**config.mk**
```make
export PLATFORM = sky130hd
export DESIGN_NAME = color_matrix_concat
export DESIGN_NICKNAME = d
export VERILOG_FILES = /design/src/design/cmc_pkg.sv /design/src/design/cmc_front.sv /design/src/design/cmc_queue.sv /design/src/design/cmc_back.sv /design/src/design/color_matrix_concat.sv
export SDC_FILE = /design/constraint.sdc
export NUM_CORES = 2
export LEC_CHECK = 0
export ABC_AREA = 1
export BUFFER_PORTS_ARGS = -buffer_cell sky130_fd_sc_hd__clkbuf_2
export CAP_MARGIN = 20
export CORE_ASPECT_RATIO = 1.25
export CORE_MARGIN = 2
export CORE_UTILIZATION = 65
export CTS_BUF_LIST = sky130_fd_sc_hd__clkbuf_8
export DETAILED_ROUTE_END_ITERATION = 7
export PLACE_DENSITY_LB_ADDON = 0.08
export SYNTH_ARGS = -nofsm -noshare
export SYNTH_HDL_FRONTEND = slang
export SYNTH_SLANG_ARGS = --single-unit
```
**constraint.sdc**
```tcl
create_clock -name clk -period 9.3 [get_ports clk]
set_input_delay 2.325 -clock clk [delete_from_list [all_inputs] [get_ports clk]]
set_output_delay 2.325 -clock clk [all_outputs]
set_load 0.05 [all_outputs]
```
**src/design/cmc_pkg.sv**
```systemverilog
// cmc_pkg: shared constants and the request type for the color matrix concat block
// used by cmc_front, cmc_queue, cmc_back and color_matrix_concat
`default_nettype none
package cmc_pkg;
	localparam int ENTRIES       = 20;
	localparam int ROW_LEN       = 5;
	localparam int TERMS         = 4;
	localparam int FRAC_BITS_DEF = 16;
	localparam int IDX_W         = 5;
	localparam int VAL_W         = 32;
	localparam int TDATA_W       = 40;
	localparam int TUSER_W       = 2;
	localparam int ACC_W         = 64;
	localparam int QDEPTH        = 4;

	typedef struct packed {
		logic              which;
		logic [IDX_W-1:0]  index;
		logic [VAL_W-1:0]  value;
		logic              compute;
		logic              index_ok;
	} cmd_t;
endpackage
`default_nettype wire

```
**src/design/cmc_front.sv**
```systemverilog
// cmc_front: input register stage, unpacks and classifies each request
// depends on cmc_pkg; feeds cmc_queue
`default_nettype none
module cmc_front import cmc_pkg::*; (
	input  wire logic               clk,
	input  wire logic               arst_n,
	input  wire logic               s_tvalid,
	output logic                    s_tready,
	input  wire logic [TDATA_W-1:0] s_tdata,  // entry_index, entry_value
	input  wire logic [TUSER_W-1:0] s_tuser,  // which_matrix, compute
	output logic                    push,
	output cmd_t                    cmd,
	input  wire logic               full
);
	logic valid_q;
	cmd_t cmd_q;

	assign push     = valid_q && !full;
	assign s_tready = !valid_q || !full;
	assign cmd      = cmd_q;

	always_ff @(posedge clk or negedge arst_n) begin
		if (!arst_n) begin
			valid_q <= 1'b0;
		end else if (s_tready) begin
			valid_q <= s_tvalid;
		end
	end

	always_ff @(posedge clk) begin
		if (s_tready && s_tvalid) begin
			cmd_q.which    <= s_tuser[0];
			cmd_q.compute  <= s_tuser[1];
			cmd_q.index    <= s_tdata[IDX_W-1:0];
			cmd_q.value    <= s_tdata[IDX_W+VAL_W-1:IDX_W];
			cmd_q.index_ok <= (s_tdata[IDX_W-1:0] < IDX_W'(ENTRIES));
		end
	end
endmodule
`default_nettype wire

```
**src/design/cmc_queue.sv**
```systemverilog
// cmc_queue: short request queue between front and back
// depends on cmc_pkg
`default_nettype none
module cmc_queue import cmc_pkg::*; (
	input  wire logic clk,
	input  wire logic arst_n,
	input  wire logic push,
	input  wire cmd_t push_cmd,
	output logic      full,
	input  wire logic pop,
	output cmd_t      head,
	output logic      not_empty
);
	localparam int PTR_W = $clog2(QDEPTH);
	localparam int CNT_W = $clog2(QDEPTH + 1);

	cmd_t             slot_q [QDEPTH];
	logic [PTR_W-1:0] wr_ptr_q;
	logic [PTR_W-1:0] rd_ptr_q;
	logic [CNT_W-1:0] count_q;
	logic             do_pop;

	assign full      = (count_q == CNT_W'(QDEPTH));
	assign not_empty = (count_q != '0);
	assign head      = slot_q[rd_ptr_q];
	assign do_pop    = pop && not_empty;

	always_ff @(posedge clk or negedge arst_n) begin
		if (!arst_n) begin
			wr_ptr_q <= '0;
			rd_ptr_q <= '0;
			count_q  <= '0;
		end else begin
			if (push) begin
				wr_ptr_q <= wr_ptr_q + 1'b1;
			end
			if (do_pop) begin
				rd_ptr_q <= rd_ptr_q + 1'b1;
			end
			if (push && !do_pop) begin
				count_q <= count_q + 1'b1;
			end else if (do_pop && !push) begin
				count_q <= count_q - 1'b1;
			end
		end
	end

	always_ff @(posedge clk) begin
		if (push) begin
			slot_q[wr_ptr_q] <= push_cmd;
		end
	end
endmodule
`default_nettype wire

```
**src/design/cmc_back.sv**
```systemverilog
// cmc_back: matrix stores, product sequencer, multiply-accumulate pipe, output register
// depends on cmc_pkg; takes requests from cmc_queue
`default_nettype none
module cmc_back import cmc_pkg::*; #(
	parameter int FRAC_BITS = FRAC_BITS_DEF
) (
	input  wire logic               clk,
	input  wire logic               arst_n,
	input  wire cmd_t               head,
	input  wire logic               not_empty,
	output logic                    pop,
	output logic                    m_tvalid,
	input  wire logic               m_tready,
	output logic [TDATA_W-1:0]      m_tdata,  // result_index, result_value
	output logic                    m_tlast
);
	localparam logic ST_IDLE = 1'b0;
	localparam logic ST_RUN  = 1'b1;
	localparam logic signed [ACC_W-1:0] HALF    = ACC_W'(1) << (FRAC_BITS - 1);
	localparam logic signed [ACC_W-1:0] SAT_MAX = ACC_W'(64'h0000_0000_7FFF_FFFF);
	localparam logic signed [ACC_W-1:0] SAT_MIN = ~SAT_MAX;

	typedef struct packed {
		logic             first;
		logic             fin;
		logic             col_last;
		logic [IDX_W-1:0] ent;
	} tag_t;

	logic             state_q;
	logic [IDX_W-1:0] row_base_q;
	logic [IDX_W-1:0] k_base_q;
	logic [2:0]       col_q;
	logic [2:0]       k_q;
	logic [IDX_W-1:0] ent_q;

	logic [VAL_W-1:0] outer_mem [ENTRIES];
	logic [VAL_W-1:0] inner_mem [ENTRIES];

	logic                     stall;
	logic                     issue;
	logic                     last_k;
	logic [IDX_W-1:0]         outer_addr;
	logic [IDX_W-1:0]         inner_addr;

	logic                     v_s1, v_s2, v_s3;
	tag_t                     tag_s1, tag_s2, tag_s3;
	logic signed [VAL_W-1:0]  a_s1, b_s1;
	logic signed [VAL_W-1:0]  outer_s2;
	logic signed [ACC_W-1:0]  prod_s2;
	logic signed [ACC_W-1:0]  term_s3;
	logic signed [ACC_W-1:0]  rnd;
	logic signed [ACC_W-1:0]  acc_q;
	logic signed [ACC_W-1:0]  acc_next;

	logic                     o_valid_q;
	logic [IDX_W-1:0]         o_index_q;
	logic [VAL_W-1:0]         o_value_q;
	logic                     o_last_q;

	assign stall      = o_valid_q && !m_tready;
	assign pop        = (state_q == ST_IDLE) && not_empty;
	assign issue      = (state_q == ST_RUN) && !stall;
	assign last_k     = (k_q == 3'(TERMS));
	assign outer_addr = row_base_q + IDX_W'(k_q);
	assign inner_addr = last_k ? '0 : k_base_q + IDX_W'(col_q);

	// sequencer
	always_ff @(posedge clk or negedge arst_n) begin
		if (!arst_n) begin
			state_q    <= ST_IDLE;
			row_base_q <= '0;
			k_base_q   <= '0;
			col_q      <= '0;
			k_q        <= '0;
			ent_q      <= '0;
		end else begin
			case (state_q)
				ST_IDLE: begin
					if (pop && head.compute) begin
						state_q    <= ST_RUN;
						row_base_q <= '0;
						k_base_q   <= '0;
						col_q      <= '0;
						k_q        <= '0;
						ent_q      <= '0;
					end
				end
				ST_RUN: begin
					if (issue) begin
						if (last_k) begin
							k_q      <= '0;
							k_base_q <= '0;
							ent_q    <= ent_q + 1'b1;
							if (col_q == 3'(ROW_LEN - 1)) begin
								col_q      <= '0;
								row_base_q <= row_base_q + IDX_W'(ROW_LEN);
							end else begin
								col_q <= col_q + 1'b1;
							end
							if (ent_q == IDX_W'(ENTRIES - 1)) begin
								state_q <= ST_IDLE;
								ent_q   <= '0;
							end
						end else begin
							k_q      <= k_q + 1'b1;
							k_base_q <= k_base_q + IDX_W'(ROW_LEN);
						end
					end
				end
				default: state_q <= ST_IDLE;
			endcase
		end
	end

	// matrix stores
	always_ff @(posedge clk) begin
		if (pop && head.index_ok) begin
			if (head.which) begin
				inner_mem[head.index] <= head.value;
			end else begin
				outer_mem[head.index] <= head.value;
			end
		end
		if (issue) begin
			a_s1 <= outer_mem[outer_addr];
			b_s1 <= inner_mem[inner_addr];
		end
	end

	// pipe valids
	always_ff @(posedge clk or negedge arst_n) begin
		if (!arst_n) begin
			v_s1 <= 1'b0;
			v_s2 <= 1'b0;
			v_s3 <= 1'b0;
		end else if (!stall) begin
			v_s1 <= issue;
			v_s2 <= v_s1;
			v_s3 <= v_s2;
		end
	end

	assign rnd = (prod_s2 + HALF) >>> FRAC_BITS;

	always_ff @(posedge clk) begin
		if (!stall) begin
			tag_s1.first    <= (k_q == '0);
			tag_s1.fin      <= last_k;
			tag_s1.col_last <= (col_q == 3'(ROW_LEN - 1));
			tag_s1.ent      <= ent_q;
			tag_s2          <= tag_s1;
			prod_s2         <= a_s1 * b_s1;
			outer_s2        <= a_s1;
			tag_s3          <= tag_s2;
			if (!tag_s2.fin) begin
				term_s3 <= rnd;
			end else if (tag_s2.col_last) begin
				term_s3 <= ACC_W'(outer_s2);
			end else begin
				term_s3 <= '0;
			end
			if (v_s3) begin
				acc_q <= acc_next;
			end
		end
	end

	assign acc_next = (tag_s3.first ? '0 : acc_q) + term_s3;

	// output register
	always_ff @(posedge clk or negedge arst_n) begin
		if (!arst_n) begin
			o_valid_q <= 1'b0;
		end else if (!stall && v_s3 && tag_s3.fin) begin
			o_valid_q <= 1'b1;
		end else if (m_tready) begin
			o_valid_q <= 1'b0;
		end
	end

	always_ff @(posedge clk) begin
		if (!stall && v_s3 && tag_s3.fin) begin
			o_index_q <= tag_s3.ent;
			o_last_q  <= (tag_s3.ent == IDX_W'(ENTRIES - 1));
			if (acc_next > SAT_MAX) begin
				o_value_q <= SAT_MAX[VAL_W-1:0];
			end else if (acc_next < SAT_MIN) begin
				o_value_q <= SAT_MIN[VAL_W-1:0];
			end else begin
				o_value_q <= acc_next[VAL_W-1:0];
			end
		end
	end

	assign m_tvalid = o_valid_q;
	assign m_tdata  = {(TDATA_W - IDX_W - VAL_W)'(0), o_value_q, o_index_q};
	assign m_tlast  = o_last_q;

`ifndef ASSERT_OFF
	a_pop_idle: assert property (@(posedge clk) disable iff (!arst_n)
		pop |-> state_q == ST_IDLE)
		else $error("request taken while a product is running");

	a_run_end: assert property (@(posedge clk) disable iff (!arst_n)
		issue && last_k && ent_q == IDX_W'(ENTRIES - 1) |=> state_q == ST_IDLE)
		else $error("sequencer did not stop after the last entry");

	a_stall_hold: assert property (@(posedge clk) disable iff (!arst_n)
		stall |=> $stable(v_s3) && $stable(tag_s3) && $stable(v_s1))
		else $error("pipe moved during output stall");

	a_fin_range: assert property (@(posedge clk) disable iff (!arst_n)
		v_s3 && tag_s3.fin |-> tag_s3.ent < IDX_W'(ENTRIES))
		else $error("result entry out of range");
`endif
endmodule
`default_nettype wire

```
**src/design/color_matrix_concat.sv**
```systemverilog
// color_matrix_concat: composes two 4x5 affine color matrices (outer times inner)
// load requests are taken one per cycle while the back is idle; a compute request
// runs 100 steps, five per product entry, on a single 32x32 multiplier, and emits
// one result per product entry; the back takes no new request until its last step issues
// asynchronous active-low reset clears all control; matrix stores are undefined until loaded
// depends on cmc_pkg, cmc_front, cmc_queue, cmc_back
`default_nettype none
module color_matrix_concat import cmc_pkg::*; #(
	parameter int FRAC_BITS = FRAC_BITS_DEF
) (
	input  wire logic               clk,
	input  wire logic               arst_n,
	input  wire logic               s_tvalid,
	output logic                    s_tready,
	input  wire logic [TDATA_W-1:0] s_tdata,  // entry_index, entry_value
	input  wire logic [TUSER_W-1:0] s_tuser,  // which_matrix, compute
	output logic                    m_tvalid,
	input  wire logic               m_tready,
	output logic [TDATA_W-1:0]      m_tdata,  // result_index, result_value
	output logic                    m_tlast   // last
);
	logic push;
	logic full;
	logic pop;
	logic not_empty;
	cmd_t cmd;
	cmd_t head;

	cmc_front u_front (
		.clk      (clk),
		.arst_n   (arst_n),
		.s_tvalid (s_tvalid),
		.s_tready (s_tready),
		.s_tdata  (s_tdata),
		.s_tuser  (s_tuser),
		.push     (push),
		.cmd      (cmd),
		.full     (full)
	);

	cmc_queue u_queue (
		.clk       (clk),
		.arst_n    (arst_n),
		.push      (push),
		.push_cmd  (cmd),
		.full      (full),
		.pop       (pop),
		.head      (head),
		.not_empty (not_empty)
	);

	cmc_back #(
		.FRAC_BITS (FRAC_BITS)
	) u_back (
		.clk       (clk),
		.arst_n    (arst_n),
		.head      (head),
		.not_empty (not_empty),
		.pop       (pop),
		.m_tvalid  (m_tvalid),
		.m_tready  (m_tready),
		.m_tdata   (m_tdata),
		.m_tlast   (m_tlast)
	);
endmodule
`default_nettype wire
```
Yosys cells after proc, flatten, opt, wreduce, memory -nomap -nowiden
Memory sizes are Yosys's and may differ from the RTL's. A register that Yosys moved wholly into a read port is not among the register bits.
Cells that the tools add are included.

cells by class
  add/sub/neg operators = 13
  multiply operators = 1
  order comparisons = 3
  equal/unequal tests = 9
  mux-type cells = 42
  bitwise logic cells = 2
  reductions and logical operators = 27

operators with widths
  kind                                                             number
  2-to-1 mux 64 bit                                                3
  adder 64 x 17 -> 64 bit, second input constant                   1
  adder 64 bit                                                     1
  greater-than comparator 64 x 32 -> 1 bit, second input constant  1
  < comparator 64 x 32 -> 1 bit, second input constant             1
  multiplier 32 x 32 -> 64 bit                                     1
  2-to-1 mux 5 bit                                                 10
  2-to-1 mux 32 bit                                                1
  case mux 5 bit (2 select lines)                                  3
  2-to-1 mux 3 bit                                                 8
  2-to-1 mux 1 bit                                                 14
  logical AND 1 bit                                                12
  case mux 3 bit (2 select lines)                                  2
  adder 5 x 3 -> 5 bit                                             2
  adder 5 x 3 -> 5 bit, second input constant                      2
  == test 5 bit, second input constant                             2
  adder 3 x 1 -> 3 bit, second input constant                      3
  == test 3 bit, second input constant                             3
  != test 2 bit, second input constant                             4
  zero test 1 bit                                                  6
  adder 5 x 1 -> 5 bit, second input constant                      1
  < comparator 5 bit, second input constant                        1
  adder 2 x 1 -> 2 bit, second input constant                      2
  AND reduction 2 bit                                              2
  other kinds (9)                                                  11

word-level totals
  bits in registers = 359
  memory bits (writable) = 1440
  input bits = 46
  output and inout bits = 43
  word-level logic and storage cells = 137
  memories kept = 3

memory list
  memory            depth  bits a word  rd ports  clocked after Yosys merged registers in  write ports  RTL line         text
  u_back.inner_mem  20     32           1         1                                        1            cmc_back.sv:38   logic [VAL_W-1:0] inner_mem [ENTRIES];
  u_back.outer_mem  20     32           1         1                                        1            cmc_back.sv:37   logic [VAL_W-1:0] outer_mem [ENTRIES];
  u_queue.slot_q    4      40           1         0                                        1            cmc_queue.sv:17  cmd_t slot_q [QDEPTH];

Depth between registers and ports, before layout
  depth after elaboration = 7
  gate-level depth with buffers = 35
  gate-level depth less buffers = 34

By module
A second synthesis with hierarchy kept.

unflattened totals
  cell total of the unflattened synthesis = 10928
  area total of the unflattened synthesis = 115036.6 µm²

by module, submodules not included
  module     times used  cells each  area an instance (µm²)  seq. area each (µm²)
  cmc_back   1           10358       106900.0                48636.6
  cmc_queue  1           522         6881.6                  4979.8
  cmc_front  1           48          1255.0                  1226.2

Least setup slack after synthesis
No wires, ideal clock.

  path kind = register -> register
  from = register u_back.a_s1[31] (read register of u_back.outer_mem)
  to = register u_back.prod_s2[59], data pin
  setup time = 252 ps
  arrival time = 7285 ps
  required time = 9048 ps
  setup slack = 1762 ps
  stages on the path, launching flop included = 26
  path buffers = 1
  clock period less this slack = 7538 ps
  cell sequence = edfxtp_1 > clkbuf_1 > nand2_1 > inv_1 > fa_1 > fa_1 > fa_1 > fa_1 > inv_1 > fa_1 > inv_1 > fa_1 > inv_1 > fa_1 > fa_1 > inv_1 > ha_1 > a21oi_1 > o21ai_0 > o21bai_1 > inv_1 > nor3_1 > a2111oi_0 > nand2_1 > nand2_1 > nand2_1

between the ends
  word-level cells in the longest chain between the ends = 1

ends and longest elaborated chain
  what                          RTL line         text
  start: declaration            cmc_back.sv:48   logic signed [VAL_W-1:0] a_s1, b_s1;
  multiplier 32 x 32 -> 64 bit  cmc_back.sv:153  prod_s2 <= a_s1 * b_s1;
  end signal: assignment        cmc_back.sv:153
  end: declaration              cmc_back.sv:50   logic signed [ACC_W-1:0] prod_s2;

Every way passes these cells.
A chain may end at the register's enable or synchronous reset.

Final worst setup path
  from = register u_back.b_s1[5] (read register of u_back.inner_mem)
  to = register u_back.prod_s2[51], data pin

between the ends
  word-level cells in the longest chain between the ends = 1

ends and longest elaborated chain
  what                          RTL line
  start: declaration            cmc_back.sv:48
  multiplier 32 x 32 -> 64 bit  cmc_back.sv:153

Every way passes these cells.

==> flow_summary.json <==
{
  "yosysWarnings": 0,
  "cts_made_buffers": 293,
  "grt_pass1_wl_mm": 472,
  "routedWlPerCell_um": 22.8,
  "cts_tree": "yes",
  "syn_avg_cell_area_um2": 10.4,
  "initial_utilization_pct": 65.4,
  "multi_input_area_um2": 50800,
  "dieArea_um2": 180000,
  "clock_skew_ps": 103,
  "vias": 80000,
  "synth.ff_latch_count": 1832,
  "die_x_um": 380,
  "status": "completed",
  "synthCells": 11000,
  "path_clk_slew_ps": 60,
  "slowest_delay_ps": 650,
  "hold_viol_final": 0,
  "final_cell_mix": "2224 x inv_1, 2079 x nand2_1, 1798 x edfxtp_1",
  "rsz0062_at_grt": "false",
  "final.min_clock_period_ps": 8320,
  "seq_area_um2": 54800,
  "path_delay_family": "adder cells",
  "root_buffer": "clkbuf_8",
  "synth-main-ff-cell": "edfxtp_1",
  "required_ps": 10030,
  "drive_above_1_share_pct": 7.27,
  "synth_area_um2": 115000,
  "overflow": 0,
  "cp.arrival_ps": 9050,
  "grt_start_max_net_pins": 170,
  "fill_cells": 13000,
  "die_y_um": 474,
  "layout_commonest_cell": "inv_1",
  "cts.htree.levels": 5,
  "first_pass_iters": 8,
  "core_um2": 176000,
  "drtAntennaViolNets": 0,
  "slew_headroom_pct": 16.3,
  "crit_slowest_cell": "edfxtp_1",
  "ios": 89,
  "cts_max_path_buffers": 4,
  "final_max_slew_viol_count": 0,
  "post_cts_buffers": 0,
  "critPathKind": "reg -> reg",
  "std_cell_rows": 172,
  "insertion_delay_ps": 1040,
  "port_buffers": 82,
  "worst-path-max-fanout": 31,
  "antenna_found_initial": 9,
  "synth-async-reset-ratio_pct": 1.86,
  "worst_setup_path_end_kind": "register",
  "drc_errors": 0,
  "final_nets": 12500,
  "fin_hold_ws_ps": 416,
  "gp_congestion": 0.981,
  "wl_mm": 312,
  "tightestPinTransition_ps": 1250,
  "ys_types": 59,
  "grt_pass1_vias": 82800,
  "cts-resized-gates": 0,
  "dr.first_iter.drc_count": 7688,
  "max_freq_mhz": 120,
  "cts_sinks": 1832,
  "worst-path-buf-inv": 5,
  "placed_cells": 13200,
  "final_cells": 13700,
  "vias_per_cell": 5.85,
  "area_growth_pct": 7.95,
  "worstSetupStartpointType": "register",
  "dp_hpwl_mm": 217,
  "yosysSeqAreaShare_pct": 47.7,
  "setup_viol": 0,
  "cts.hold.buffers_added": 0,
  "track_usage_pct": 34.9,
  "setup-tns-final_ps": 0,
  "synth_edf_count": 1798,
  "hold_class": "reg -> reg",
  "maxCapViolCount": 0,
  "period_share_pct": 89.5
}
-- cells by family after synthesis --
group | share of synthesized area (%)
xor gates and xnor gates | 0.876
and+or+nand+nor | 12.5
muxes | 1.11
DFF | 47.7
AOI/OAI and AO/OA | 7.36
other | 0.00326
buffers and inverters | 8.70
adders and majority gates | 21.7
-- per-stage QoR --
stage | worst slack [ps] | util [%] | area (µm²)
final | 981 | 70.6 | 124000
after global routing | 638 | 70.6 | 124000
after CTS | 1060 | 70.5 | 124000
after detailed placement | 1010 | 67.6 | 119000
after global placement | 1040 | 67.5 | 119000
after floorplan | 1760 | - | 115000
-- state kept, by name (all words and copies together), names as in the netlist, 2 cells and up --
signal	count
u_queue.slot_q	160
u_back.k_base_q	5
u_front.cmd	40
u_back.acc_q	64
u_back.col_q	3
u_back.o_value_q	32
u_back.outer_s2	32
u_queue.wr_ptr_q	2
u_back.outer_mem	640
u_back.o_index_q	5
u_queue.rd_ptr_q	2
u_back.ent_q	5
u_back.b_s1	32
u_back.term_s3	48
u_back.inner_mem	640
u_back.prod_s2	49
u_back.tag_s3	7
u_queue.count_q	3
u_back.k_q	3
u_back.row_base_q	5
u_back.tag_s2	8
u_back.a_s1	32
u_back.tag_s1	8
-- synthesized netlist by cell type, drive strengths merged (2+ instances only) --
library cell / instances / share of area (%)
and2: 4 / 0.022
o221ai: 130 / 0.99
o21a: 17 / 0.11
and3: 4 / 0.022
ha: 262 / 2.9
clkbuf: 443 / 1.4
a21boi: 2 / 0.013
nor4: 22 / 0.12
xnor2: 36 / 0.27
o211ai: 66 / 0.43
a22o: 21 / 0.16
o21bai: 71 / 0.46
inv: 2150 / 7.0
a21oi: 160 / 0.70
nand3: 216 / 0.98
a32o: 5 / 0.044
a211oi: 3 / 0.020
o32ai: 96 / 0.73
dfrtp: 34 / 0.74
xor2: 79 / 0.60
a21o: 3 / 0.020
nor3: 50 / 0.25
o22ai: 65 / 0.35
o31ai: 5 / 0.033
or2: 10 / 0.054
o311ai: 64 / 0.49
edfxtp: 1798 / 47
buf: 47 / 0.22
nand2: 2098 / 6.9
o21ai: 520 / 2.3
a31oi: 85 / 0.47
fa: 1085 / 19
nor2: 1161 / 3.9
nor3b: 4 / 0.026
clkinv: 4 / 0.013
nand3b: 5 / 0.033
nand4: 48 / 0.26
a32oi: 5 / 0.038
mux2i: 128 / 1.1
-- path summary, 6_finish.rpt --
path	from	slack (ps)	endpoint	depth (start not counted)
max	u_back.b_s1[5]	980	u_back.prod_s2[51]	27
max reg2reg	u_back.b_s1[5]	980	u_back.prod_s2[51]	27
min reg2reg	u_back.tag_s2[2]	420	u_back.tag_s3[2]	0
max in group asynchronous	arst_n	7630	u_back.row_base_q[3]	2
min in group asynchronous	arst_n	1130	u_queue.count_q[1]	1
min	u_back.tag_s2[2]	420	u_back.tag_s3[2]	0
-- per-layer routing --
| metal | vias to the layer above | GRT usage, % | wire, µm |
|---|---|---|---|
| met5 | - | 0 | 13 |
| met4 | 2 | 18.2 | 17300 |
| met3 | 832 | 5.04 | 21700 |
| met2 | 3560 | 61.8 | 161000 |
| met1 | 39900 | 41.5 | 112000 |
| li1 | 35700 | - | - |
-- cell type report --
cell class,instances,area share (%)
antenna,4,0.00806
multi-input combinational,6538,41.0
inverter,2154,6.53
sequential,1832,44.2
clock inverter,181,0.746
timing repair buffer,301,1.83
clock buffer,304,3.37
tap,2349,2.37
Power is not shown: default switching activity piles up to over one toggle a cycle in this logic, so the estimate is an artifact.
